### config.mk
export PLATFORM = sky130hd
export DESIGN_NAME = epoch_seconds_to_calendar_unit
export DESIGN_NICKNAME = d
export VERILOG_FILES = /design/src/hdl/esc_pkg.sv /design/src/hdl/esc_dp.sv /design/src/hdl/esc_ctrl.sv /design/src/hdl/epoch_seconds_to_calendar_unit.sv
export SDC_FILE = /design/constraint.sdc
export NUM_CORES = 2
export LEC_CHECK = 0
export BUFFER_PORTS_ARGS = -buffer_cell sky130_fd_sc_hd__buf_2
export CELL_PAD_IN_SITES_DETAIL_PLACEMENT = 1
export CELL_PAD_IN_SITES_GLOBAL_PLACEMENT = 1
export CORE_ASPECT_RATIO = 1.2
export CORE_MARGIN = 10
export CORE_UTILIZATION = 40
export CTS_CLUSTER_SIZE = 16
export DETAILED_ROUTE_END_ITERATION = 6
export PLACE_DENSITY = 0.78
export RECOVER_POWER = 50
export SYNTH_ARGS = -nofsm -noshare
export SYNTH_HDL_FRONTEND = slang
export SYNTH_SLANG_ARGS = --single-unit
### constraint.sdc
create_clock -name clk_i -period 7.4 [get_ports clk_i]
set_input_delay 1.48 -clock clk_i [delete_from_list [all_inputs] [get_ports clk_i]]
set_output_delay 1.48 -clock clk_i [all_outputs]
set_load 0.005 [all_outputs]
### src/hdl/esc_pkg.sv
`timescale 1ns / 1ps

package esc_pkg;

  // Field widths.
  localparam int unsigned EpochW = 32;
  localparam int unsigned DaysW  = 17;
  localparam int unsigned RemW   = 6;
  localparam int unsigned StepW  = 1;

  // Constant divisors of the shared divider, at the width of the working value.
  localparam logic [EpochW-1:0] DivSecs  = 32'd60;
  localparam logic [EpochW-1:0] DivMins  = 32'd60;
  localparam logic [EpochW-1:0] DivHours = 32'd24;
  localparam logic [EpochW-1:0] DivWeek  = 32'd7;

  // Scaled reciprocals: the quotient is the product shifted right by the paired amount.
  // Sixty and twenty-four are exact over every 32-bit value; seven is exact
  // for any day count below 349525.
  localparam logic [EpochW-1:0] RecipSecs  = 32'h8888_8889;
  localparam logic [EpochW-1:0] RecipMins  = 32'h8888_8889;
  localparam logic [EpochW-1:0] RecipHours = 32'hAAAA_AAAB;
  localparam logic [EpochW-1:0] RecipWeek  = 32'd149797;
  localparam int unsigned ShiftSecs  = 37;
  localparam int unsigned ShiftMins  = 37;
  localparam int unsigned ShiftHours = 36;
  localparam int unsigned ShiftWeek  = 20;

  // Last step of one division pass: a multiply, then quotient and remainder.
  localparam logic [StepW-1:0] LastStep = 1'b1;

  // Year offset limit and the one century year in range that is not leap (2100).
  localparam logic [7:0] YearMax     = 8'd255;
  localparam logic [7:0] YearNoLeap  = 8'd130;
  localparam logic [1:0] LeapPhase   = 2'd2;
  localparam logic [3:0] MonthsInYr  = 4'd12;

  // Controller states.
  typedef enum logic [2:0] {
    S_IDLE,
    S_DIV,
    S_YEAR,
    S_MONTH,
    S_DONE
  } state_e;

  // Which constant the divider divides by in the current pass.
  typedef enum logic [1:0] {
    DIV_SEC,
    DIV_MIN,
    DIV_HOUR,
    DIV_WDAY
  } div_e;

  // Commands from the controller to the datapath.
  typedef struct packed {
    logic load;
    logic div_step;
    logic div_last;
    div_e div_sel;
    logic year_step;
    logic month_step;
    logic publish;
  } cmd_t;

  // Status from the datapath to the controller.
  typedef struct packed {
    logic year_done;
    logic month_done;
  } stat_t;

  // Leap rule over the years 1970 to 2199 as an offset from 1970.
  function automatic logic is_leap(input logic [7:0] yr);
    is_leap = (yr[1:0] == LeapPhase) && (yr != YearNoLeap);
  endfunction

  function automatic logic [8:0] year_len(input logic [7:0] yr);
    year_len = is_leap(yr) ? 9'd366 : 9'd365;
  endfunction

  // Month length for a month index from 0, February set by the leap flag.
  function automatic logic [4:0] month_len(input logic [3:0] mon, input logic leap);
    unique case (mon)
      4'd1:                      month_len = leap ? 5'd29 : 5'd28;
      4'd3, 4'd5, 4'd8, 4'd10:   month_len = 5'd30;
      default:                   month_len = 5'd31;
    endcase
  endfunction

endpackage

### src/hdl/esc_dp.sv
`timescale 1ns / 1ps

module esc_dp import esc_pkg::*; (
  input  logic              clk_i,
  input  logic [EpochW-1:0] epoch_seconds_i,
  input  cmd_t              cmd_i,
  output stat_t             stat_o,
  output logic [5:0]        second_o,
  output logic [5:0]        minute_o,
  output logic [4:0]        hour_o,
  output logic [2:0]        weekday_o,
  output logic [7:0]        year_offset_o,
  output logic [3:0]        month_o,
  output logic [4:0]        day_of_month_o
);

  logic [EpochW-1:0]   work_q, work_d;
  logic [2*EpochW-1:0] prod_q;
  logic [RemW-1:0]     rem_d;
  logic [5:0]          sec_q, min_q;
  logic [4:0]          hr_q;
  logic [2:0]          wday_q;
  logic [DaysW-1:0]    days_q;
  logic [7:0]          yr_q;
  logic [3:0]          mon_q;

  logic [EpochW-1:0]   divisor;
  logic [EpochW-1:0]   recip;
  logic [EpochW-1:0]   rem_full;
  logic [8:0]          ylen;
  logic [4:0]          mlen;

  // Divisor and its scaled reciprocal for the current pass.
  always_comb begin
    unique case (cmd_i.div_sel)
      DIV_SEC: begin
        divisor = DivSecs;
        recip   = RecipSecs;
      end
      DIV_MIN: begin
        divisor = DivMins;
        recip   = RecipMins;
      end
      DIV_HOUR: begin
        divisor = DivHours;
        recip   = RecipHours;
      end
      default: begin
        divisor = DivWeek;
        recip   = RecipWeek;
      end
    endcase
  end

  // Quotient from the high bits of the registered product; the remainder is what is left.
  always_comb begin
    unique case (cmd_i.div_sel)
      DIV_SEC:  work_d = EpochW'(prod_q >> ShiftSecs);
      DIV_MIN:  work_d = EpochW'(prod_q >> ShiftMins);
      DIV_HOUR: work_d = EpochW'(prod_q >> ShiftHours);
      default:  work_d = EpochW'(prod_q >> ShiftWeek);
    endcase
    rem_full = work_q - work_d * divisor;
    rem_d    = rem_full[RemW-1:0];
  end

  // Lengths of the current year and month.
  always_comb begin
    ylen = year_len(yr_q);
    mlen = month_len(mon_q, is_leap(yr_q));
  end

  assign stat_o.year_done  = (days_q < {{(DaysW-9){1'b0}}, ylen}) || (yr_q == YearMax);
  assign stat_o.month_done = (mon_q == MonthsInYr) || (days_q < {{(DaysW-5){1'b0}}, mlen});

  // Division passes: multiply in the first step, split quotient and remainder in the last.
  always_ff @(posedge clk_i) begin
    if (cmd_i.load) begin
      work_q <= epoch_seconds_i;
    end else if (cmd_i.div_step && cmd_i.div_last) begin
      work_q <= work_d;
    end
    if (cmd_i.div_step && !cmd_i.div_last) begin
      prod_q <= {{EpochW{1'b0}}, work_q} * {{EpochW{1'b0}}, recip};
    end
    if (cmd_i.div_step && cmd_i.div_last) begin
      unique case (cmd_i.div_sel)
        DIV_SEC:  sec_q  <= rem_d;
        DIV_MIN:  min_q  <= rem_d;
        DIV_HOUR: hr_q   <= rem_d[4:0];
        // The epoch day was a Thursday, so day zero of the count is weekday 5.
        default:  wday_q <= (rem_d[2:0] >= 3'd3) ? rem_d[2:0] - 3'd2 : rem_d[2:0] + 3'd5;
      endcase
    end
  end

  // Year and month walks over the day count.
  always_ff @(posedge clk_i) begin
    if (cmd_i.load) begin
      yr_q  <= '0;
      mon_q <= '0;
    end else if (cmd_i.div_step && cmd_i.div_last && (cmd_i.div_sel == DIV_HOUR)) begin
      days_q <= work_d[DaysW-1:0];
    end else if (cmd_i.year_step) begin
      days_q <= days_q - {{(DaysW-9){1'b0}}, ylen};
      yr_q   <= yr_q + 8'd1;
    end else if (cmd_i.month_step) begin
      days_q <= days_q - {{(DaysW-5){1'b0}}, mlen};
      mon_q  <= mon_q + 4'd1;
    end
  end

  // Output register: holds a finished word while the next one is worked on.
  always_ff @(posedge clk_i) begin
    if (cmd_i.publish) begin
      second_o       <= sec_q;
      minute_o       <= min_q;
      hour_o         <= hr_q;
      weekday_o      <= wday_q;
      year_offset_o  <= yr_q;
      month_o        <= mon_q + 4'd1;
      day_of_month_o <= days_q[4:0] + 5'd1;
    end
  end

endmodule

### src/hdl/esc_ctrl.sv
`timescale 1ns / 1ps

module esc_ctrl import esc_pkg::*; (
  input  logic  clk_i,
  input  logic  rst_ni,
  input  logic  in_valid_i,
  output logic  in_ready_o,
  output logic  out_valid_o,
  input  logic  out_ready_i,
  input  stat_t stat_i,
  output cmd_t  cmd_o
);

  state_e           state_q, state_d;
  div_e             pass_q, pass_d;
  logic [StepW-1:0] step_q, step_d;
  logic             out_valid_q, out_valid_d;
  logic             last;

  assign last = (step_q == LastStep);

  // Next state.
  always_comb begin
    state_d = state_q;
    unique case (state_q)
      S_IDLE:  if (in_valid_i) state_d = S_DIV;
      S_DIV:   if (last && (pass_q == DIV_WDAY)) state_d = S_YEAR;
      S_YEAR:  if (stat_i.year_done) state_d = S_MONTH;
      S_MONTH: if (stat_i.month_done) state_d = S_DONE;
      S_DONE:  if (!out_valid_q || out_ready_i) state_d = S_IDLE;
      default: state_d = S_IDLE;
    endcase
  end

  // Commands and handshake outputs.
  always_comb begin
    cmd_o            = '0;
    cmd_o.div_sel    = pass_q;
    in_ready_o       = 1'b0;
    unique case (state_q)
      S_IDLE: begin
        in_ready_o = 1'b1;
        cmd_o.load = in_valid_i;
      end
      S_DIV: begin
        cmd_o.div_step = 1'b1;
        cmd_o.div_last = last;
      end
      S_YEAR:  cmd_o.year_step  = !stat_i.year_done;
      S_MONTH: cmd_o.month_step = !stat_i.month_done;
      S_DONE:  cmd_o.publish    = !out_valid_q || out_ready_i;
      default: ;
    endcase
  end

  // Step and pass counters, and the output valid flag.
  always_comb begin
    step_d = step_q;
    pass_d = pass_q;
    if (cmd_o.load) begin
      step_d = '0;
      pass_d = DIV_SEC;
    end else if (cmd_o.div_step) begin
      step_d = step_q + 1'b1;
      if (last) begin
        unique case (pass_q)
          DIV_SEC:  pass_d = DIV_MIN;
          DIV_MIN:  pass_d = DIV_HOUR;
          DIV_HOUR: pass_d = DIV_WDAY;
          default:  pass_d = DIV_SEC;
        endcase
      end
    end
    priority if (cmd_o.publish) out_valid_d = 1'b1;
    else if (out_ready_i)      out_valid_d = 1'b0;
    else                       out_valid_d = out_valid_q;
  end

  always_ff @(posedge clk_i or negedge rst_ni) begin
    if (!rst_ni) begin
      state_q     <= S_IDLE;
      pass_q      <= DIV_SEC;
      step_q      <= '0;
      out_valid_q <= 1'b0;
    end else begin
      state_q     <= state_d;
      pass_q      <= pass_d;
      step_q      <= step_d;
      out_valid_q <= out_valid_d;
    end
  end

  assign out_valid_o = out_valid_q;

endmodule

### src/hdl/epoch_seconds_to_calendar_unit.sv
`timescale 1ns / 1ps

// Channel  Handshake                 Payload
// input    in_valid_i / in_ready_o   epoch_seconds_i[31:0]
// output   out_valid_o / out_ready_i second_o, minute_o, hour_o, weekday_o,
//                                    year_offset_o, month_o, day_of_month_o
//
// One word passes through load, four passes of a shared reciprocal multiplier
// (by 60, 60, 24, 7), each a multiply and then a split into quotient and
// remainder, then a year walk that steps once per whole year, a month walk
// that steps once per month, and publication to the output register.
// Reset is asynchronous and active low and clears the controller only.
// The output register holds a finished word, so a new word is accepted while it waits.

module epoch_seconds_to_calendar_unit import esc_pkg::*; (
  input  logic              clk_i,
  input  logic              rst_ni,
  input  logic              in_valid_i,
  output logic              in_ready_o,
  input  logic [EpochW-1:0] epoch_seconds_i,
  output logic              out_valid_o,
  input  logic              out_ready_i,
  output logic [5:0]        second_o,
  output logic [5:0]        minute_o,
  output logic [4:0]        hour_o,
  output logic [2:0]        weekday_o,
  output logic [7:0]        year_offset_o,
  output logic [3:0]        month_o,
  output logic [4:0]        day_of_month_o
);

  cmd_t  cmd;
  stat_t stat;

  // Sequencer.
  esc_ctrl u_ctrl (
    .clk_i       (clk_i),
    .rst_ni      (rst_ni),
    .in_valid_i  (in_valid_i),
    .in_ready_o  (in_ready_o),
    .out_valid_o (out_valid_o),
    .out_ready_i (out_ready_i),
    .stat_i      (stat),
    .cmd_o       (cmd)
  );

  // Divider, calendar walks and output register.
  esc_dp u_dp (
    .clk_i           (clk_i),
    .epoch_seconds_i (epoch_seconds_i),
    .cmd_i           (cmd),
    .stat_o          (stat),
    .second_o        (second_o),
    .minute_o        (minute_o),
    .hour_o          (hour_o),
    .weekday_o       (weekday_o),
    .year_offset_o   (year_offset_o),
    .month_o         (month_o),
    .day_of_month_o  (day_of_month_o)
  );

endmodule

* Yosys cells after proc, flatten, opt, wreduce, memory -nomap -nowiden *
Index checks and enable logic that the tools add are counted.

operators by class
  $add $sub $neg = 9
  multipliers = 2
  divide/modulo/power cells = 0
  $lt $le $gt $ge = 3
  equality and inequality tests = 21
  shifts and indexed selects = 0
  muxes and demuxes = 32
  bitwise logic cells = 4
  reduce and logical (&&, ||, !) cells = 31

operators with widths
  cell                                                                     count
  32-bit case mux with 2 select lines                                      2
  32-bit by 32-bit multiplier with 64-bit output                           1
  32-bit 2-to-1 mux                                                        2
  17-bit 2-to-1 mux                                                        3
  32-bit by 32-bit multiplier with 6-bit output                            1
  3-bit 2-to-1 mux                                                         6
  17-bit by 5-bit < comparator with 1-bit output                           1
  17-bit by 9-bit < comparator with 1-bit output                           1
  17-bit by 5-bit subtractor with 17-bit output                            1
  17-bit by 9-bit subtractor with 17-bit output                            1
  3-bit case mux with 5 select lines                                       1
  2-bit AND reduction                                                      7
  4-bit == test, second input constant                                     3
  6-bit case mux with 2 select lines                                       1
  1-bit 2-to-1 mux                                                         10
  2-bit 2-to-1 mux                                                         5
  5-bit case mux with 2 select lines                                       1
  8-bit by 1-bit adder with 8-bit output, second input constant            1
  8-bit == test, second input constant                                     1
  2-bit by 1-bit inequality test with 1-bit output, second input constant  4
  8-bit inequality test, second input constant                             1
  2-bit nonzero test                                                       4
  2-bit == test, second input constant                                     3
  3-bit by 2-bit == test with 1-bit output, second input constant          2
  other kinds (27)                                                         39

storage, ports and cells
  flip-flop bits (word level) = 189
  latch bits = 0
  RAM bits = 0
  memory bits (read-only) = 0
  input port bits = 36
  output and inout port bits = 39
  word-level logic and storage cells = 122
  memories kept = 0

* Longest topological paths before layout *
  word-level depth = 11
  gate-level depth with buffers = 33
  gate-level depth less buffers = 30

* Hierarchy *
Synthesis repeated with hierarchy kept, for this count alone.

second synthesis, totals
  cells, all modules = 2952
  area, all modules = 29776.1 um^2

by module, submodules not included
  module    times used  cells an instance  area an instance (um^2)  sequential area each (um^2)
  esc_dp    1           2907               29340.6                  4744.6
  esc_ctrl  1           45                 435.4                    175.2

* Least setup slack after synthesis *
Ideal clock, no wire load.

  path type = reg-to-reg
  start point = register u_ctrl.pass_q[1]
  end point = register u_dp.prod_q[61] (data pin)
  library setup time = 262 ps
  arrival = 7694 ps
  required time = 7138 ps
  path slack = -555 ps
  stages on the path, launching flop included = 29
  buffers on the path = 5
  period minus slack after synthesis = 7955 ps
  path through = dfrtp_1 > ha_1 > clkbuf_1 > clkbuf_1 > clkbuf_1 > clkbuf_1 > nand2_1 > nand2_1 > fa_1 > fa_1 > inv_1 > fa_1 > inv_1 > fa_1 > fa_1 > fa_1 > fa_1 > ha_1 > buf_4 > and2_1 > a311oi_4 > a21oi_1 > nor2_2 > a41oi_2 > a211o_2 > o31a_4 > a31oi_2 > o21ai_1 > xor2_1

between the ends
  cells in the longest elaborated chain, start to end = 4
  elaborated cells between the ends (all ways) = 6
  those cells by class = mul (1); eq/ne (2); mux (1); reduce/logical (2)

ends and longest elaborated chain
  element                                                                      line            RTL
  from (decl)                                                                  esc_ctrl.sv:15  div_e pass_q, pass_d;
  from (signal assigned)                                                       esc_ctrl.sv:87  pass_q <= pass_d;
  2-bit by 1-bit == test with 1-bit output or 2-bit zero test (tied branches)  esc_dp.sv:35    unique case (cmd_i.div_sel)
  2-bit OR reduction (no line)                                                 n/a
  32-bit case mux with 2 select lines *                                        esc_dp.sv:35
  32-bit by 32-bit multiplier with 64-bit output *                             esc_dp.sv:84    prod_q <= {{EpochW{1'b0}}, work_q} * {{EpochW{1'b0}}, recip};
  to (signal assigned)                                                         esc_dp.sv:84
  to (decl)                                                                    esc_dp.sv:18    logic [2*EpochW-1:0] prod_q;

Every way passes the cells marked *; elsewhere a longest branch is shown, timed or not.
A chain may end at the register's enable or synchronous reset.

* Worst setup path in the final report *
  start point = register u_ctrl.pass_q[1]
  end point = register u_dp.prod_q[58] (data pin)

The elaborated chain is that of the path after synthesis.

==> run metrics <==
DIE AREA 85800 um^2; GPL Wtd Cong 1.01; clock latency on the worst-skew pair 0.46 ns; Async SR Flop Fraction 0.0414; number of antenna diodes 0; slack of the critical path -0.396 ns; Max Clock Skew 0.0180 ns; r2r setup slk -0.40 ns; Finished Cell Area 37400 um^2; Clock transition at path regs 0.08 ns; most frequent cells in the layout inv_1 (661), fa_1 (481), buf_4 (458), ha_1 (388), nand2_1 (159); Min Clock Period, post-route 7.80 ns; std cell rows 109; residual DRC count 0; CP startpoint u_ctrl.pass_q[1]; Min-Delay Startpoint u_dp.hr_q[3]; Worst Setup EP u_dp.prod_q[58]; #FFs+latches synth 169; Die Wd 269 um; Layout area overhead 25.6%; WP data required 7.59 ns; Avg Inst Size Synth 10.1 um^2; Unique masters post-synth 82; Port Buf Inserts 74; Crit Path Category reg -> reg; grt total ovfl 0; vias in the first global route 27400; Peak Freq 128 MHz; CTS Sinks 169; Final ANT Viol Nets 0; DP Area 34700 um^2; initial antenna violation count 3; final setup violation count 29; Starting Density 0.404; crit end category register; most frequent CP cell fa_1; Top FF cell, synth edfxtp_1; synthesized area 29800 um^2; violated checks setup timing; Reg2Reg Launch Point u_ctrl.pass_q[1]; CTS buffer count 17; Critical Path Fanout Max 14; Hold Vio Cnt, Final 0; DR WL/cell 26.6 um; Top Family by Delay on Critical Path adder cells; Final Cycle Share 1.05; max_cap viols 0; die span in y 319 um; hold crit path type reg -> reg; cell count after synthesis 2953; commonest non-fill, non-tap cell in the layout inv_1; initial drt markers 1468; num ports 75; first-pass GRT wire length 165000 um; Routed Wire Length 119000 um; Worst Tran Pin Value 1.26 ns; Reg2Reg Depth 26; Core Footprint 73800 um^2; RSZ-0062 raised after global routing true; layout cells sized above 1 0.258; clock root buffer clkbuf_16; relative slew slack 0.157; drt first pass iters 5; sequential area share after synthesis 0.165; critical path startpoint category register; CP bufs+invs 6; worst stage delay on the critical path 0.65 ns; DR vias/cell 5.39; CP arrival 7.99 ns; CTS tree done; EDFF count, synth 150; syn nets 3934; DP HPWL 95600 um; Vias 24200; Hold-fix buffers, CTS 0; result of the run complete, but fails checks; GRT Resource Usage Total 0.261; Max stage delay cell, worst path fa_1; warnings from Yosys 0; H-tree levels 4; Final #Nets 4458; worst r2r dst u_dp.prod_q[58]; CTS Buffer Depth 2; largest net degree at the start of global routing 63; Crit. path cell count 26; Slew Limit Fails 0
## through the flow
stage	TNS (ns)	util	worst slack, ns	hold slack, ns	cells
6_report	-5.74	0.507	-0.396	0.413	4489
3_3_place_gp	-4.71	0.470	-0.368	0.403	4395
4_1_cts	-3.04	0.486	-0.250	0.420	4448
3_5_place_dp	-9.46	0.470	-0.602	0.406	4395
2_1_floorplan	-0.00446	-	-0.00404	0.400	2953
5_1_grt	-10.44	0.507	-0.568	0.425	4489
## timing repair
item / in CTS / in global routing
pin swaps: 14 / 74
gates resized for setup: 78 / 274
gates cloned: 3 / 4
setup endpoints to repair: 32 / 35
buffers inserted: 18 / 43
## layout make-up
class,instances,area [um^2]
clock buffer,17,425
clock inverter,15,204
fill,8121,36400
inverter,705,2660
multi-input combinational,2008,23400
sequential,169,4920
tap,999,1250
timing repair buffer,576,4480
## flip-flops by register name (all words and copies together), names as in the netlist
register and count:
u_ctrl.state_q 3, u_dp.year_offset_o 8, u_dp.weekday_o 3, u_dp.sec_q 6
u_ctrl.last 1, u_dp.wday_q 3, u_dp.second_o 6, u_dp.mon_q 4
u_dp.hour_o 5, u_dp.days_q 17, u_dp.yr_q 8, u_ctrl.pass_q 2
u_dp.minute_o 6, u_dp.hr_q 5, u_ctrl.out_valid_o 1, u_dp.prod_q 44
u_dp.month_o 4, u_dp.work_q 32, u_dp.day_of_month_o 5, u_dp.min_q 6
## per-layer routing
| metal | global-route usage | vias up | share of wire |
|---|---|---|---|
| li1 | - | 10400 | - |
| met1 | 0.282 | 12400 | 0.35 |
| met2 | 0.460 | 929 | 0.49 |
| met3 | 0.0336 | 472 | 0.055 |
| met4 | 0.191 | 4 | 0.10 |
| met5 | 0 | - | 0.00019 |
## worst min-delay path by stage
stage | to | depth (start not counted)
after detailed placement | u_dp.weekday_o[1] | 0
after global routing | u_dp.hour_o[3] | 0
after global placement | u_dp.weekday_o[1] | 0
after CTS | u_dp.hour_o[3] | 0
final | u_dp.hour_o[3] | 0
after floorplan | u_dp.hour_o[0] | 0
## Yosys cell counts, types with 3 or more instances
master / count / share of area
a211oi_1: 3 / 0.00076
a21boi_0: 3 / 0.00076
a21o_1: 50 / 0.013
a21oi_1: 110 / 0.018
a221oi_1: 3 / 0.00088
a22oi_1: 28 / 0.0071
a31oi_1: 5 / 0.0011
and2_1: 66 / 0.014
and3_1: 18 / 0.0038
buf_1: 4 / 0.00050
buf_2: 3 / 0.00050
clkbuf_1: 60 / 0.0076
clkinv_1: 3 / 0.00038
dfrtp_1: 7 / 0.0059
dfxtp_1: 12 / 0.0081
edfxtp_1: 150 / 0.15
fa_1: 504 / 0.34
ha_1: 441 / 0.19
inv_1: 701 / 0.088
mux2i_1: 10 / 0.0034
nand2_1: 184 / 0.023
nand2b_1: 31 / 0.0065
nand3_1: 20 / 0.0034
nand3b_1: 3 / 0.00076
nand4_1: 21 / 0.0044
nor2_1: 146 / 0.018
nor2b_1: 22 / 0.0046
nor3_1: 12 / 0.0020
o211ai_1: 8 / 0.0020
o21a_1: 12 / 0.0030
o21ai_0: 84 / 0.014
o21ai_1: 3 / 0.00050
o21bai_1: 9 / 0.0023
o221ai_1: 3 / 0.00088
o31ai_1: 3 / 0.00076
or3_1: 3 / 0.00063
or4_1: 3 / 0.00076
xnor2_1: 104 / 0.031
xor2_1: 53 / 0.016
## kinds of logic after synthesis
kind of cell / Yosys count / share of synthesized area
buffers and inverters: 776 / 0.0984
AND/OR/NAND/NOR: 545 / 0.0873
flip-flops: 169 / 0.165
AO/OA/AOI/OAI: 349 / 0.0745
multiplexers: 12 / 0.00412
adder cells (fa/ha/maj): 945 / 0.524
XOR/XNOR: 157 / 0.0462
Power is not shown: default switching activity piles up to over one toggle a cycle in this logic, so the estimate is an artifact.
